`src/design/fox_pkg.sv`:
```
// shared types, constants and fixed-point helpers of the field-oriented x-drive mixer
`timescale 1ns / 1ps
package fox_pkg;

	// configuration register indexes
	localparam logic REG_DEADBAND = 1'b0;
	localparam logic REG_MAX_PCT  = 1'b1;

	localparam logic [6:0] DEADBAND_RST = 7'd5;
	localparam logic [6:0] MAX_PCT_RST  = 7'd100;

	// stage counts of the trig lane and the mixing front end
	localparam int SIN_LAT = 8;
	localparam int MIX_LAT = 6;
	// quotient bits of the normalising divider, one cell per bit
	localparam int QUO_BITS = 16;

	// odd polynomial coefficients for the quarter sine wave, Q30
	localparam logic signed [32:0] SIN_C1 = 33'sd1686629713;
	localparam logic signed [32:0] SIN_C3 = 33'sd693598669;
	localparam logic signed [32:0] SIN_C5 = 33'sd85569305;
	localparam logic signed [32:0] SIN_C7 = 33'sd5026995;
	localparam logic signed [32:0] SIN_C9 = 33'sd172272;
	localparam logic signed [32:0] Q30_ONE = 33'sd1073741824;

	typedef struct packed {
		logic       coast;
		logic [3:0] neg;
	} fox_tag_t;

	// a * b in Q30, floor rounding
	function automatic logic signed [32:0] mul_q30(input logic signed [32:0] a,
			input logic [30:0] b);
		logic signed [64:0] p;
		p = a * $signed({1'b0, b});
		return p[62:30];
	endfunction

endpackage

```
`src/design/fox_mix.sv`:
```
// frame rotation, wheel mixing, peak search and dividend set-up
`timescale 1ns / 1ps
module fox_mix #(
	parameter int TRIG_FRAC_BITS = 15,
	parameter int AW = 25,
	parameter int NW = 42
) (
	input  logic                              clk,
	input  logic                              en,
	input  logic signed [7:0]                 f,
	input  logic signed [7:0]                 s,
	input  logic signed [7:0]                 t,
	input  logic                              coast,
	input  logic signed [TRIG_FRAC_BITS+1:0]  sn,
	input  logic signed [TRIG_FRAC_BITS+1:0]  cs,
	input  logic [6:0]                        max_pct,
	output logic [3:0][NW-1:0]                num,
	output logic [AW:0]                       den2,
	output fox_pkg::fox_tag_t                 tag
);
	localparam int TF = TRIG_FRAC_BITS;
	localparam int PW = TF + 10;
	localparam int WW = TF + 11;
	localparam logic [AW-1:0] DEN_MIN = AW'(100 << TRIG_FRAC_BITS);

	logic signed [PW-1:0] fc_s1, ss_s1, fs_s1, sc_s1;
	logic signed [7:0]    t_s1, t_s2;
	logic                 coast_s1, coast_s2, coast_s3, coast_s4, coast_s5;
	logic signed [PW-1:0] fwd_s2, str_s2;
	logic signed [WW-1:0] w_s3 [4];
	logic [AW-1:0]        a_s4 [4];
	logic [AW-1:0]        a_s5 [4];
	logic [3:0]           neg_s4, neg_s5;
	logic [AW-1:0]        den_s5;
	logic [3:0][NW-1:0]   num_s6;
	logic [AW:0]          den2_s6;
	fox_pkg::fox_tag_t    tag_s6;

	logic signed [WW-1:0] tt, fw, st;
	logic signed [WW-1:0] w_n [4];
	logic [AW-1:0]        a_n [4];
	logic [AW-1:0]        pk01, pk23, pk;
	logic [AW+6:0]        mm [4];

	always_comb begin
		tt = WW'(t_s2) <<< TF;
		fw = WW'(fwd_s2);
		st = WW'(str_s2);
		w_n[0] = fw + st + tt;
		w_n[1] = fw - st - tt;
		w_n[2] = fw - st + tt;
		w_n[3] = fw + st - tt;
		for (int i = 0; i < 4; i++) begin
			a_n[i] = w_s3[i][WW-1] ? AW'(-w_s3[i]) : AW'(w_s3[i]);
			mm[i] = a_s5[i] * max_pct;
		end
		pk01 = (a_s4[0] > a_s4[1]) ? a_s4[0] : a_s4[1];
		pk23 = (a_s4[2] > a_s4[3]) ? a_s4[2] : a_s4[3];
		pk = (pk01 > pk23) ? pk01 : pk23;
	end

	always_ff @(posedge clk) begin
		if (en) begin
			fc_s1    <= f * cs;
			ss_s1    <= s * sn;
			fs_s1    <= f * sn;
			sc_s1    <= s * cs;
			t_s1     <= t;
			coast_s1 <= coast;
			fwd_s2   <= fc_s1 + ss_s1;
			str_s2   <= sc_s1 - fs_s1;
			t_s2     <= t_s1;
			coast_s2 <= coast_s1;
			w_s3     <= w_n;
			coast_s3 <= coast_s2;
			a_s4     <= a_n;
			for (int i = 0; i < 4; i++) begin
				neg_s4[i] <= w_s3[i][WW-1];
			end
			coast_s4 <= coast_s3;
			a_s5     <= a_s4;
			neg_s5   <= neg_s4;
			den_s5   <= (pk > DEN_MIN) ? pk : DEN_MIN;
			coast_s5 <= coast_s4;
			// rounded quotient is (2*|v|*max*256 + den) / (2*den)
			for (int i = 0; i < 4; i++) begin
				num_s6[i] <= NW'({mm[i], 9'b0}) + NW'(den_s5);
			end
			den2_s6      <= {den_s5, 1'b0};
			tag_s6.coast <= coast_s5;
			tag_s6.neg   <= neg_s5;
		end
	end

	assign num  = num_s6;
	assign den2 = den2_s6;
	assign tag  = tag_s6;

endmodule

```
`config.mk`:
```
export PLATFORM = sky130hd
export DESIGN_NAME = fox_mix
export DESIGN_NICKNAME = d
export VERILOG_FILES = /design/src/design/fox_pkg.sv /design/src/design/fox_mix.sv
export SDC_FILE = /design/constraint.sdc
export NUM_CORES = 2
export LEC_CHECK = 0
export BUFFER_PORTS_ARGS = -buffer_cell sky130_fd_sc_hd__buf_2
export CORE_MARGIN = 2
export CORE_UTILIZATION = 60
export DETAILED_ROUTE_END_ITERATION = 10
export GPL_TIMING_DRIVEN = 0
export PLACE_DENSITY = 0.78
export SYNTH_ARGS = -nofsm -noshare
export SYNTH_HDL_FRONTEND = slang
export SYNTH_SLANG_ARGS = --single-unit
```
`constraint.sdc`:
```
create_clock -name clk -period 17.8 [get_ports clk]
set_input_delay 5.34 -clock clk [delete_from_list [all_inputs] [get_ports clk]]
set_output_delay 5.34 -clock clk [all_outputs]
set_load 0.01 [all_outputs]
```
==> run_summary.xml <==
<?xml version="1.0" encoding="UTF-8"?>
<metrics>
  <group name="synthesis">
    <metric name="mean_area_per_synthesized_cell" unit="µm²">9.942</metric>
    <metric name="synthDistinctLibCells" unit="">107</metric>
    <metric name="synth.mux.area_fraction" unit="">0.003162</metric>
    <metric name="synth_nets" unit="">9124</metric>
    <metric name="yosys_warnings" unit="">0</metric>
    <metric name="syn_area" unit="mm²">0.07440</metric>
    <metric name="synth-edff-count" unit="">628</metric>
    <metric name="netlist_instances" unit="">7483</metric>
    <metric name="synth_area_in_compound_gates" unit="">0.08835</metric>
    <metric name="synth_top_family_by_area" unit="">adder cells</metric>
    <metric name="synthAdderAreaFrac" unit="">0.3558</metric>
    <metric name="yosys.area_share.xor_xnor" unit="">0.06238</metric>
    <metric name="synth_seq_area_share" unit="">0.2535</metric>
    <metric name="synth_top_flop_cell" unit="">sky130_fd_sc_hd__edfxtp_1</metric>
    <metric name="synthArstFlopShare" unit="">0</metric>
    <metric name="post_synth_and_or_nand_nor_area_fraction" unit="">0.1600</metric>
    <metric name="yosys_register_bits" unit="">628</metric>
  </group>
  <group name="finish">
    <metric name="area_overhead_of_the_layout_relative_to_synthesis" unit="%">7.592</metric>
    <metric name="layout.cells.most_common" unit="">sky130_fd_sc_hd__inv_1</metric>
    <metric name="fraction_of_final_layout_cells_sized_beyond_drive_strength_1" unit="">0.06434</metric>
    <metric name="filler_cell_count" unit="">9836</metric>
    <metric name="layout_nets" unit="">9453</metric>
    <metric name="final-seq-area" unit="mm²">0.01886</metric>
    <metric name="most-common-layout-cells" unit="">1229 x sky130_fd_sc_hd__inv_1, 904 x sky130_fd_sc_hd__fa_1, 845 x sky130_fd_sc_hd__and2_1</metric>
    <metric name="finalNonFillerCells" unit="">9512</metric>
    <metric name="multi_input_gate_area_in_the_final_layout" unit="mm²">0.04982</metric>
  </group>
  <group name="grt">
    <metric name="antenna_found_initial" unit="">13</metric>
    <metric name="use_met1" unit="">0.3602</metric>
    <metric name="grt_start_max_net_pins" unit="">134</metric>
    <metric name="globalRoute.busiestLayer" unit="">met2</metric>
    <metric name="grt-ovfl-total" unit="">0</metric>
    <metric name="gr-usage-met3" unit="">0.05065</metric>
    <metric name="grt_first_pass_wirelength" unit="mm">307.9</metric>
    <metric name="track_usage" unit="">0.3163</metric>
    <metric name="grt_pass1_vias" unit="">56650</metric>
    <metric name="globalRouteMet2Util" unit="">0.5509</metric>
  </group>
  <group name="clock_network">
    <metric name="root_cell_of_the_clock_tree" unit="">sky130_fd_sc_hd__clkbuf_16</metric>
    <metric name="cts_tree" unit="">built</metric>
    <metric name="postCtsSetupBuffers" unit="">0</metric>
    <metric name="htreeDepth" unit="">3</metric>
    <metric name="clock_sink_count" unit="">628</metric>
    <metric name="tritoncts.num_buffers" unit="">69</metric>
    <metric name="cts.path.max_buffers" unit="">3</metric>
    <metric name="cts.hold.buffers_added" unit="">0</metric>
    <metric name="clk_latency_worst_skew_pair" unit="ps">660</metric>
    <metric name="worst_setup_hold_path_clk_slew" unit="ps">60</metric>
    <metric name="post_cts_resized" unit="">0</metric>
  </group>
  <group name="critical_path">
    <metric name="crit_path_top_delay_cell" unit="">sky130_fd_sc_hd__clkbuf_1</metric>
    <metric name="worst_path_largest_cell_delay" unit="ps">1040</metric>
    <metric name="worst_ep_required_time" unit="ps">18190</metric>
    <metric name="critPathMaxFanout" unit="">10</metric>
    <metric name="critical_path_arrival" unit="ps">13110</metric>
    <metric name="critPathKind" unit="">input pin to flop</metric>
    <metric name="worstRegToRegCells" unit="">24</metric>
    <metric name="kind_of_end_point_of_the_critical_path" unit="">flop</metric>
    <metric name="critPathMostFrequentCell" unit="">sky130_fd_sc_hd__fa_1</metric>
    <metric name="worstSetupStartpointType" unit="">input pin</metric>
  </group>
  <group name="run">
    <metric name="maximum_capacitance_violations" unit="">0</metric>
  </group>
  <group name="placement">
    <metric name="place.gp.congestion" unit="">0.9986</metric>
    <metric name="dpl.hpwl" unit="mm">160.1</metric>
    <metric name="numPortBuffers" unit="">253</metric>
    <metric name="detailedPlace.worstSlack" unit="ps">4631</metric>
    <metric name="placedCellCount" unit="">9378</metric>
  </group>
  <group name="route">
    <metric name="route.vias.total" unit="">54230</metric>
    <metric name="mean_number_of_vias_per_cell" unit="">5.701</metric>
    <metric name="drt_iter0_markers" unit="">4062</metric>
    <metric name="drtAntennaViolNets" unit="">0</metric>
    <metric name="remaining_drc_errors" unit="">0</metric>
    <metric name="route.final.wire_length" unit="mm">197.7</metric>
    <metric name="wire_per_inst" unit="µm">20.79</metric>
    <metric name="drt_pre_antenna_iters" unit="">7</metric>
  </group>
  <group name="timing">
    <metric name="skew" unit="ps">28.92</metric>
    <metric name="setup-violations-final" unit="">0</metric>
    <metric name="finalMaxSlewViolations" unit="">0</metric>
    <metric name="finalSetupTns" unit="ps">0</metric>
    <metric name="grt_setup_unrepaired" unit="">false</metric>
    <metric name="worst_pin_slew" unit="ps">1374</metric>
    <metric name="worst_slack" unit="ps">5082</metric>
    <metric name="max_freq" unit="MHz">78.63</metric>
    <metric name="post-route-min-period" unit="ps">12720</metric>
    <metric name="final_min_period_over_clock_period" unit="">0.7145</metric>
    <metric name="timing.final.hold_violations" unit="">0</metric>
    <metric name="max_slew_margin" unit="">0.08403</metric>
  </group>
  <group name="hold_path">
    <metric name="min_path_type" unit="">flop to flop</metric>
    <metric name="worst_hold_path.num_cells" unit="">0</metric>
  </group>
  <group name="floorplan">
    <metric name="fp.dieH" unit="µm">356.1</metric>
    <metric name="die_x" unit="µm">356.1</metric>
    <metric name="rows" unit="">129</metric>
    <metric name="floorplan.core_area" unit="mm²">0.1233</metric>
    <metric name="floorplan.die_area" unit="mm²">0.1268</metric>
    <metric name="floorplan.io_pins" unit="">267</metric>
    <metric name="initial_utilization" unit="">0.6033</metric>
  </group>
  <group name="outcome">
    <metric name="outcome" unit="">complete, no violations</metric>
  </group>
</metrics>
routing by layer:
layer	up-vias	wire length, µm
met5	-	88
met4	14	15210
met3	597	13560
met2	1935	96600
met1	26770	72280
li1	24910	-
worst paths after layout:
| kind | startpoint | slack, ps | to |
|---|---|---|---|
| worst min register to register | coast_s4 | 420 | coast_s5 |
| worst max-delay path | max_pct[4] | 5080 | num[124] |
| worst max register to register | a_s5[75] | 10700 | num[124] |
| worst min-delay path | coast_s4 | 420 | coast_s5 |
critical path, delay by kind of cell:
| family | cells | cell delay (ps) |
|---|---|---|
| compound gates | 6 | 1560 |
| xor+xnor | 2 | 300 |
| fa+ha+maj | 6 | 2720 |
| simple gates | 7 | 1470 |
| buf+inv | 5 | 1700 |
final cells by class:
class,instances,share of cell area
multi-input combinational,5380,0.6225
sequential,628,0.2356
inverter,1229,0.05763
tap,1637,0.02559
clock buffer,81,0.02240
timing repair buffer,258,0.01766
buffer,246,0.01376
clock inverter,42,0.004564
antenna,11,0.0003439
cell usage after synthesis (8+ instances only):
cell                        count  area (µm²)
sky130_fd_sc_hd__and3_1        28       175.2
sky130_fd_sc_hd__fa_1         904       18100
sky130_fd_sc_hd__nor2b_1       38       237.7
sky130_fd_sc_hd__nor3_1        82       410.4
sky130_fd_sc_hd__a21o_1       127       953.4
sky130_fd_sc_hd__a211o_1        9       78.83
sky130_fd_sc_hd__nand2_1      578        2170
sky130_fd_sc_hd__and2_1       845        5286
sky130_fd_sc_hd__o31ai_1       25       187.7
sky130_fd_sc_hd__o21ai_1       10       50.05
sky130_fd_sc_hd__nor2_1       309        1160
sky130_fd_sc_hd__o21a_1        44       330.3
sky130_fd_sc_hd__o41ai_1        9       78.83
sky130_fd_sc_hd__clkbuf_1     197       739.5
sky130_fd_sc_hd__nand3_1       81       405.4
sky130_fd_sc_hd__a31o_2         8       70.07
sky130_fd_sc_hd__nor4_1        20       125.1
sky130_fd_sc_hd__a21oi_1      317        1587
sky130_fd_sc_hd__or3_1         32       200.2
sky130_fd_sc_hd__or4_1          9       67.56
sky130_fd_sc_hd__buf_4         42       315.3
sky130_fd_sc_hd__or2_2         23       143.9
sky130_fd_sc_hd__xor2_1       107       937.2
sky130_fd_sc_hd__o31a_1         9       78.83
sky130_fd_sc_hd__a211oi_1      27       202.7
sky130_fd_sc_hd__ha_1         669        8371
sky130_fd_sc_hd__nand2b_1     117       732.0
sky130_fd_sc_hd__nand3b_1      13       97.59
sky130_fd_sc_hd__o22ai_1       12       75.07
sky130_fd_sc_hd__edfxtp_1     628       18860
sky130_fd_sc_hd__mux2i_1       16       160.2
sky130_fd_sc_hd__nand4_1       24       150.1
sky130_fd_sc_hd__a21boi_0      12       90.09
sky130_fd_sc_hd__o211ai_1      27       202.7
sky130_fd_sc_hd__o21ai_0      167       835.8
sky130_fd_sc_hd__o21bai_1      62       465.5
sky130_fd_sc_hd__inv_1       1229        4613
sky130_fd_sc_hd__a2111oi_0     10       87.58
sky130_fd_sc_hd__xnor2_1      421        3687
sky130_fd_sc_hd__o2111ai_1      8       70.07
sky130_fd_sc_hd__a31oi_1       32       200.2
logic make-up (layout without fill, tap and decap cells):
group                      after synthesis  count (layout)
other                                    1              12
DFF                                    628             628
buffers and inverters                 1475            1856
and+or+nand+nor                       2252            2252
xor gates and xnor gates               529             529
AOI/OAI and AO/OA                     1003            1003
muxes                                   22              22
adders and majority gates             1573            1573
through the flow:
stage                     hold slack, ps  area (µm²)    util
after floorplan                    400.3       74400       -
after global placement             400.1       77710  0.6302
after detailed placement           404.5       77860  0.6314
after CTS                          417.9       80020  0.6489
after global routing               422.0       80020  0.6490
final                              417.6       80040  0.6491
state kept, by name, summed over array words and instances, names as in the netlist, 71 cells and up:
signal  count
num       138
a_s4       97
a_s5       97
w_s3       71
Power is not shown: default switching activity piles up to over one toggle a cycle in this logic, so the estimate is an artifact.
