==> src/design/fox_pkg.sv <==
// shared types, constants and fixed-point helpers of the field-oriented x-drive mixer
`timescale 1ns / 1ps
package fox_pkg;

	// configuration register indexes
	localparam logic REG_DEADBAND = 1'b0;
	localparam logic REG_MAX_PCT  = 1'b1;

	localparam logic [6:0] DEADBAND_RST = 7'd5;
	localparam logic [6:0] MAX_PCT_RST  = 7'd100;

	// stage counts of the trig lane and the mixing front end
	localparam int SIN_LAT = 8;
	localparam int MIX_LAT = 6;
	// quotient bits of the normalising divider, one cell per bit
	localparam int QUO_BITS = 16;

	// odd polynomial coefficients for the quarter sine wave, Q30
	localparam logic signed [32:0] SIN_C1 = 33'sd1686629713;
	localparam logic signed [32:0] SIN_C3 = 33'sd693598669;
	localparam logic signed [32:0] SIN_C5 = 33'sd85569305;
	localparam logic signed [32:0] SIN_C7 = 33'sd5026995;
	localparam logic signed [32:0] SIN_C9 = 33'sd172272;
	localparam logic signed [32:0] Q30_ONE = 33'sd1073741824;

	typedef struct packed {
		logic       coast;
		logic [3:0] neg;
	} fox_tag_t;

	// a * b in Q30, floor rounding
	function automatic logic signed [32:0] mul_q30(input logic signed [32:0] a,
			input logic [30:0] b);
		logic signed [64:0] p;
		p = a * $signed({1'b0, b});
		return p[62:30];
	endfunction

endpackage

==> src/design/fox_div_cell.sv <==
// one restoring-division cell: settles one quotient bit for all four wheels
`timescale 1ns / 1ps
module fox_div_cell #(
	parameter int NW = 42,
	parameter int DW = 26,
	parameter int QB = 16,
	parameter int K  = 15
) (
	input  logic                clk,
	input  logic                en,
	input  logic [3:0][NW-1:0]  up_rem,
	input  logic [DW-1:0]       up_dvs,
	input  logic [3:0][QB-1:0]  up_quo,
	input  fox_pkg::fox_tag_t   up_tag,
	output logic [3:0][NW-1:0]  rem,
	output logic [DW-1:0]       dvs,
	output logic [3:0][QB-1:0]  quo,
	output fox_pkg::fox_tag_t   tag
);
	logic [NW-1:0]      dsh;
	logic [3:0][NW-1:0] rem_n;
	logic [3:0][QB-1:0] quo_n;
	logic [3:0][NW-1:0] rem_s1;
	logic [DW-1:0]      dvs_s1;
	logic [3:0][QB-1:0] quo_s1;
	fox_pkg::fox_tag_t  tag_s1;

	always_comb begin
		dsh = NW'(up_dvs) << K;
		for (int i = 0; i < 4; i++) begin
			rem_n[i] = up_rem[i];
			quo_n[i] = up_quo[i];
			if (up_rem[i] >= dsh) begin
				rem_n[i] = up_rem[i] - dsh;
				quo_n[i][K] = 1'b1;
			end
		end
	end

	always_ff @(posedge clk) begin
		if (en) begin
			rem_s1 <= rem_n;
			dvs_s1 <= up_dvs;
			quo_s1 <= quo_n;
			tag_s1 <= up_tag;
		end
	end

	assign rem = rem_s1;
	assign dvs = dvs_s1;
	assign quo = quo_s1;
	assign tag = tag_s1;

endmodule

==> config.mk <==
export PLATFORM = sky130hd
export DESIGN_NAME = fox_div_cell
export DESIGN_NICKNAME = d
export VERILOG_FILES = /design/src/design/fox_pkg.sv /design/src/design/fox_div_cell.sv
export SDC_FILE = /design/constraint.sdc
export NUM_CORES = 1
export LEC_CHECK = 0
export ABC_AREA = 1
export BUFFER_PORTS_ARGS = -buffer_cell sky130_fd_sc_hd__buf_2
export CAP_MARGIN = 20
export CELL_PAD_IN_SITES_DETAIL_PLACEMENT = 0
export CELL_PAD_IN_SITES_GLOBAL_PLACEMENT = 2
export CORE_MARGIN = 3
export CORE_UTILIZATION = 29
export DETAILED_ROUTE_END_ITERATION = 7
export PLACE_DENSITY_LB_ADDON = 0.2
export SKIP_CTS_REPAIR_TIMING = 1
export SLEW_MARGIN = 0
export SYNTH_ARGS = -nofsm -noshare
export SYNTH_HDL_FRONTEND = slang
export SYNTH_SLANG_ARGS = --single-unit
==> constraint.sdc <==
create_clock -name clk -period 2.5 [get_ports clk]
set_input_delay 0.25 -clock clk [delete_from_list [all_inputs] [get_ports clk]]
set_output_delay 0.25 -clock clk [all_outputs]
set_load 0.02 [all_outputs]
==> out/qor.yml, run 1 <==
run_status:
  status: "finished with violations"
  violations: "negative hold slack"
drt:
  wl_per_cell_um: 18.37
  first_pass_iters: 6
  drc: 0
  drt-initial-drc-count: 924
  via_count: 17764
  drt_wl_total_mm: 74.21
  ant_nets: 0
  avgViaCountPerCell: 4.398
flow_run:
  maxCapViolCount: 0
grt:
  grtUsageTotal: 0.2157
  antenna_found_initial: 9
  grt_max_degree: 70
  globalRouteOverflowTotal: 0
  grt_pass1_vias: 16586
  grt_pass1_wl_mm: 103.0
synth:
  yosysWarnings: 0
  synthesis.nets: 2722
  syn_inst: 2349
  syn_area_per_cell_um2: 7.528
  synth_compound_gate_area_share: 0.01995
  syn-cell-area_um2: 17680
  synthMuxAreaShare: 0
  synth.distinct_cells: 26
  yosys.area_share.simple: 0.3234
  yosys.area_share.adder: 0.07812
  synth_seq_area_share: 0.4466
  synth_seq_cells: 263
  synthXorXnorAreaFrac: 0.02724
  synth_top_family_by_area: "simple AND/OR/NAND/NOR gates"
sta:
  slew_viol_final: 0
  worst_hold_slack_ps: -3.335
  fmax_mhz: 419.7
  relSlewSlack: 0.6369
  hold_violations: 2
  tightestPinTransition_ps: 544.0
  finalSetupViolCount: 0
  min_period_ps: 2383
  period_share: 0.9530
  tns_ps: 0
  worst_slack_ps: 117.4
power:
  p_per_area_nw_per_um2: 583.2
  vdd_drop_max_mv: 0.4092
  p_leak_nw: 13.50
place:
  placed_area_um2: 22250
  place_inst: 3752
  place_ws_ps: -179.2
  port_buffers: 527
  place_congestion: 0.8866
  hpwlAfterDp_mm: 60.11
worst_setup_path:
  path_class: "input port to flop"
  critPathMaxFanout: 6
  cp.arrival_ps: 2700
  crit_path_end_kind: "flop"
  cp.required_ps: 2820
  start_kind: "input port"
final_layout:
  final_area_um2: 25570
  nets: 3610
  final_cells: 4039
  area_growth_pct: 44.58
  fillCellCount: 6107
  drive_above_1_share: 0.2263
  final_common_cell: "nand2_1"
  layout_common_cells: "nand2_1, buf_2, inv_1, edfxtp_1, dlygate4sd3_1"
clocking:
  htree_num_levels: 1
  path_clk_slew_ps: 60
  cts.sinks: 263
  cts_root_buf: "clkbuf_16"
  cts_buffers: 30
  cts_tree: "yes"
  clock_path_buffers: 3
floorplanning:
  core_um2: 59690
  die_h_um: 252.9
  die_width_um: 252.9
  row_count: 89
  die_area_um2: 63980
  start_util: 0.2963
  ios: 528
worst_hold_path:
  hold_class: "input port to flop"
## sequential cells by signal, summed over array words and instances (netlist names)
| name | count |
|---|---|
| tag | 5 |
| rem | 168 |
| dvs | 26 |
| quo | 64 |
## final cells by class
type / count / area, um2 / area share
multi-input combinational: 1632 / 7935 / 0.3104
sequential: 263 / 7898 / 0.3089
clock buffer: 34 / 765.7 / 0.02995
tap: 773 / 967.2 / 0.03783
timing repair buffer: 876 / 6083 / 0.2379
antenna: 5 / 12.51 / 0.0004894
inverter: 434 / 1629 / 0.06372
clock inverter: 22 / 275.3 / 0.01077
## cells in the mapped netlist
master,count,share of area
or2_2,2,0.00071
inv_2,4,0.00085
edfxtp_1,263,0.45
nand3b_1,15,0.0064
buf_6,13,0.0083
inv_1,429,0.091
nand3_2,12,0.0068
nor2_1,169,0.036
nand2_2,13,0.0046
nand4_1,28,0.0099
and3_1,2,0.00071
clkinv_1,1,0.00021
fa_1,4,0.0045
o21ai_0,9,0.0025
xnor2_1,4,0.0020
nand2_1,1008,0.21
a21oi_1,57,0.016
buf_8,3,0.0025
xor2_1,51,0.025
o21bai_1,3,0.0013
and2_1,10,0.0035
nor2_2,11,0.0039
nand3_1,126,0.036
ha_1,104,0.074
or2_1,4,0.0014
buf_4,4,0.0017
## critical path: stages
cell           delay [ps]
dlygate4sd3_1         540
buf_2                 130
inv_1                  80
buf_12                150
ha_1                  290
nand2_1               140
nor2_1                 70
nand2_1               110
inv_1                  50
a21oi_1               210
nand3_2               160
buf_4                 200
nand3_1               190
nand2_1               100
## final timing paths
path / startpoint / end / slack (ps) / depth (start not counted)
setup / recovery: up_dvs[25] / rem[59]$_DFFE_PP_ / 120 / 14
hold / removal: up_rem[121] / rem[121]$_DFFE_PP_ / -3 / 3
## layer usage
| layer | global-route usage | vias to the layer above | share of wire |
|---|---|---|---|
| li1 | - | 9123 | - |
| met1 | 0.2708 | 8116 | 0.43 |
| met2 | 0.3860 | 448 | 0.50 |
| met3 | 0.03975 | 73 | 0.056 |
| met4 | 0.04647 | 4 | 0.019 |
| met5 | 0 | - | 0.00036 |
## through the flow
stage / utilization / total power [mW]
2_1_floorplan: - / 8.143
3_3_place_gp: 0.3728 / 10.03
3_5_place_dp: 0.3728 / 10.03
4_1_cts: 0.3902 / 14.83
5_1_grt: 0.4283 / 15.75
6_report: 0.4283 / 14.91
## cells by family after synthesis
family	count (synthesis)
AO/OA/AOI/OAI	69
flip-flops	263
AND/OR/NAND/NOR	1400
buffers and inverters	454
XOR/XNOR	55
adder cells (fa/ha/maj)	108
## report_power, final
group | internal [mW] | switching, mW | leakage, nW
Combinational | 1.70 | 2.92 | 10.4
Sequential | 5.45 | 0.136 | 2.57
Clock | 2.81 | 1.89 | 0.500
Power figures use the tool's default switching activity.
==> run 2: changes to the inputs <==
- ABC_AREA: 1 -> unset
- CORE_UTILIZATION: 29 -> 31
==> out/qor.yml, run 2 <==
synth:
  synth_seq_area_share: 0.5382
  synth_top_cell_area_share: 0.5382
  syn_inst: 1288
  yosys_most_used_dff: "edfxtp_1"
  syn_area_per_cell_um2: 11.39
  netlist_top_cells_count: "edfxtp_1, nand2_1, a21oi_1"
  synthesis.nets: 1661
  syn-cell-area_um2: 14670
  yosysWarnings: 0
  yosysTopAreaCell: "edfxtp_1"
  synth.distinct_cells: 66
  synth_seq_cells: 263
  yosys-top-cells-area: "edfxtp_1, ha_1, a21oi_1, o21ai_0, nand2_1"
  yosysMostFrequentCell: "edfxtp_1"
  ys_async_sr_fraction: 0
  synth_edf_count: 263
drt:
  drc: 0
  drt-initial-drc-count: 647
  via_count: 14480
  first_pass_iters: 5
  ant_nets: 0
  drt_wl_total_mm: 60.90
  wl_per_cell_um: 20.07
  avgViaCountPerCell: 4.771
final_layout:
  area_growth_pct: 71.77
  fin_util: 0.5403
  layout_common_cells: "buf_2, buf_4, edfxtp_1, dlygate4sd3_1, nand2_1"
  final_cells: 3035
  final_common_cell: "buf_2"
  nets: 2771
  drive_above_1_share: 0.4785
  largest_reg_flops: 168
worst_setup_path:
  path_class: "input port to flop"
  start_kind: "input port"
  cp.arrival_ps: 3010
  critPathMaxFanout: 3
  crit_path_end_kind: "flop"
  cp.required_ps: 2820
clocking:
  clock_path_buffers: 3
  cts_tree: "yes"
  path_clk_slew_ps: 60
  htree_num_levels: 1
  cts.sinks: 263
  cts_root_buf: "clkbuf_16"
  cts_buffers: 30
floorplanning:
  die_h_um: 223.6
  row_count: 79
  die_area_um2: 49980
  ios: 528
  start_util: 0.3145
  core_um2: 46650
  die_width_um: 223.6
flow_run:
  maxCapViolCount: 0
power:
  p_leak_nw: 11.20
  vdd_drop_max_mv: 0.5128
  p_per_area_nw_per_um2: 600.7
sta:
  relSlewSlack: 0.6263
  rsz0062_at_grt: "true"
  finalSetupViolCount: 25
  worst_hold_slack_ps: -128.2
  fmax_mhz: 372.3
  min_period_ps: 2686
  worst_slack_ps: -185.9
  tightestPinTransition_ps: 560.6
  hold_violations: 6
  slew_viol_final: 0
  period_share: 1.074
  tns_ps: -1620
grt:
  grtUsageTotal: 0.2205
  grt_max_degree: 65
  grt_pass1_wl_mm: 83.18
  antenna_found_initial: 13
  globalRouteOverflowTotal: 0
  grt_pass1_vias: 13492
place:
  port_buffers: 527
  hpwlAfterDp_mm: 47.28
  place_congestion: 0.8949
  place_inst: 2756
worst_hold_path:
  min_to: "dvs[0]$_DFFE_PP_"
  hold_class: "input port to flop"
  hp-start: "up_dvs[0]"
  holdPathStages: 1
run_status:
  violations: "negative hold slack, negative setup slack"
  status: "finished with violations"
==> run 2: metal layers <==
metal / vias up / share of wire / wire length, um / GRT usage
met5: - / 0.00038 / 23 / 0
met4: 4 / 0.020 / 1198 / 0.04664
met3: 80 / 0.054 / 3318 / 0.04351
met2: 410 / 0.51 / 31300 / 0.4013
met1: 6893 / 0.41 / 25060 / 0.2716
li1: 7093 / - / - / -
==> run 2: final cells by class <==
class                           instances  area (um2)
Inverter                               52       231.5
Antenna cell                            6       15.01
Fill cell                            4182       21450
Multi-Input combinational cell        938        7335
Tap cell                              607       759.5
Sequential cell                       263        7898
Timing Repair Buffer                 1113        7953
Clock inverter                         22       227.7
Clock buffer                           34       787.0
==> run 2: worst max-delay path, cell delays in order <==
cell       delay (ps)
buf_12             90
buf_12            120
ha_4              130
inv_2              40
fa_2              360
a21o_1            220
a2111oi_4         330
o311a_1           260
o21ai_2            80
a41o_1            230
a2111oi_4         360
o21ai_1           110
xor2_1            160
mux2_4            270
==> run 2: cell families after synthesis <==
kind of cell	after synthesis	synth area share
AO/OA/AOI/OAI	384	0.1643
XOR/XNOR	90	0.05372
adder cells (fa/ha/maj)	108	0.09413
buffers and inverters	87	0.02277
flip-flops	263	0.5382
multiplexers	25	0.01901
AND/OR/NAND/NOR	331	0.1079
==> run 2: how the worst max path moves through the flow <==
stage | slack (ps) | depth (start not counted) | to | from
6_report | -190 | 14 | rem[121]$_DFFE_PP_ | up_dvs[0]
5_1_grt | -280 | 14 | rem[121]$_DFFE_PP_ | up_dvs[0]
4_1_cts | -340 | 12 | rem[167]$_DFFE_PP_ | up_dvs[0]
3_5_place_dp | -940 | 14 | rem[121]$_DFFE_PP_ | up_dvs[0]
3_3_place_gp | -920 | 14 | rem[121]$_DFFE_PP_ | up_dvs[0]
2_1_floorplan | -510 | 11 | rem[41]$_DFFE_PP_ | up_dvs[1]
==> run 2: power breakdown <==
group          switching, mW  internal [mW]  total (mW)
Combinational           2.65           2.30        4.95
Sequential             0.135           5.47        5.60
Clock                   1.92           2.67        4.59
Total                   4.70           10.4        15.1
==> run 2: through the flow <==
| step | cell area, um2 | power (mW) | setup slack [ps] |
|---|---|---|---|
| finish | 25210 | 15.14 | -185.9 |
| global route | 25200 | 15.88 | -279.1 |
| CTS | 22070 | 14.65 | -340.6 |
| detailed placement | 21060 | 9.980 | -940.9 |
| global placement | 21060 | 9.959 | -921.3 |
| floorplan | 14860 | 7.875 | -514.5 |
==> run 3: changes to the inputs <==
- BUFFER_PORTS_ARGS: -buffer_cell sky130_fd_sc_hd__buf_2 -> unset
- CORE_AREA: unset -> 3 3 202 204
- CORE_MARGIN: 3 -> unset
- CORE_UTILIZATION: 31 -> unset
- DIE_AREA: unset -> 0 0 205 207
- DONT_BUFFER_PORTS: unset -> 1
==> out/qor.yml, run 3 (same netlist as run 2, synthesis figures left out) <==
run_status:
  status: "finished with violations"
  violations: "negative hold slack, negative setup slack"
sta:
  hold_violations: 35
  worst_slack_ps: -29.85
  relSlewSlack: 0.2136
  rsz0062_at_grt: "true"
  slew_viol_final: 0
  worst_hold_slack_ps: -208.8
  period_share: 1.012
  tightestPinTransition_ps: 1180
  finalSetupViolCount: 2
  min_period_ps: 2530
  fmax_mhz: 395.3
final_layout:
  area_growth_pct: 48.82
  antenna_cells: 0
  largest_reg_flops: 168
  drive_above_1_share: 0.2530
  fin_util: 0.5535
  final_cells: 2434
  layout_common_cells: "buf_4, edfxtp_1, dlygate4sd3_1, nand2_1, a21oi_1"
  final_common_cell: "buf_4"
  nets: 2261
place:
  port_buffers: 0
  place_inst: 2108
  hpwlAfterDp_mm: 41.56
  place_congestion: 0.8786
worst_hold_path:
  hold_class: "input port to flop"
grt:
  globalRouteOverflowTotal: 0
  grt_pass1_vias: 11593
  antenna_found_initial: 0
  grtUsageTotal: 0.2312
  grt_max_degree: 264
  grt_pass1_wl_mm: 73.48
floorplanning:
  die_width_um: 205
  die_h_um: 207
  core_um2: 39460
  start_util: 0.3719
  row_count: 73
  die_area_um2: 42440
  ios: 528
worst_setup_path:
  path_class: "input port to flop"
  crit_path_end_kind: "flop"
  cp.required_ps: 2810
  cp.arrival_ps: 2840
  start_kind: "input port"
  critPathMaxFanout: 4
clocking:
  cts_root_buf: "clkbuf_16"
  htree_num_levels: 1
  cts.sinks: 263
  path_clk_slew_ps: 60
  cts_buffers: 29
  clock_path_buffers: 3
  cts_tree: "yes"
drt:
  drt-initial-drc-count: 643
  via_count: 12558
  wl_per_cell_um: 23.28
  drc: 0
  first_pass_iters: 5
  maxUsedRoutingLayer: "met4"
  wl_met2_mm: 29.59
  wl_met3_mm: 4.069
  ant_nets: 0
  met1_length_mm: 21.30
  drt_wl_total_mm: 56.66
  avgViaCountPerCell: 5.159
power:
  vdd_drop_max_mv: 0.4767
  p_leak_nw: 8.910
  p_per_area_nw_per_um2: 623.6
flow_run:
  maxCapViolCount: 0
[run 3: report_power, final]
group / switching, mW / internal, mW
registers: 0.889 / 5.52
clock network: 1.79 / 2.24
logic: 1.47 / 1.71
[run 3: area by class of cell]
cell class                      instances  area, um2
Inverter                               52      220.2
Clock inverter                         19      146.4
Multi-Input combinational cell        938       6805
Tap cell                              525      656.9
Clock buffer                           33      740.7
Timing Repair Buffer                  604       5371
Sequential cell                       263       7898
Fill cell                            3458      17620
[run 3: worst paths after layout]
path | start | end | slack, ps | depth (start not counted)
worst min-delay path | up_dvs[1] | dvs[1]$_DFFE_PP_ | -210 | 0
worst max-delay path | up_dvs[1] | rem[41]$_DFFE_PP_ | -30 | 12
[run 3: metrics by stage]
step / total power [mW] / hold WS [ps] / setup WS, ps / cell area, um2 / setup TNS (ps)
global route: 14.22 / -230.4 / -156.3 / 21840 / -549.6
finish: 13.62 / -208.8 / -29.85 / 21840 / -58.83
global placement: 9.148 / 348.9 / -729.9 / 17950 / -45880
detailed placement: 9.158 / 348.9 / -760.9 / 17950 / -48340
CTS: 13.22 / -259.3 / -169.2 / 18840 / -332.4
floorplan: 7.875 / 348.9 / -514.5 / 14860 / -11710
[run 3: critical path, stage by stage]
cell and delay, ps:
clkinvlp_4 90, buf_6 160, fa_2 360, a21o_1 190, a221oi_2 280, a21oi_2 110, o41a_1 350, a221o_1 410
nand2_2 120, o31ai_2 70, a21oi_2 140, mux2_4 300
[run 3: per-layer routing]
metal | vias up | GRT usage
met5 | - | 0
met2 | 427 | 0.4138
met3 | 81 | 0.07984
li1 | 6054 | -
met1 | 5996 | 0.2578
met4 | 0 | 0.06953
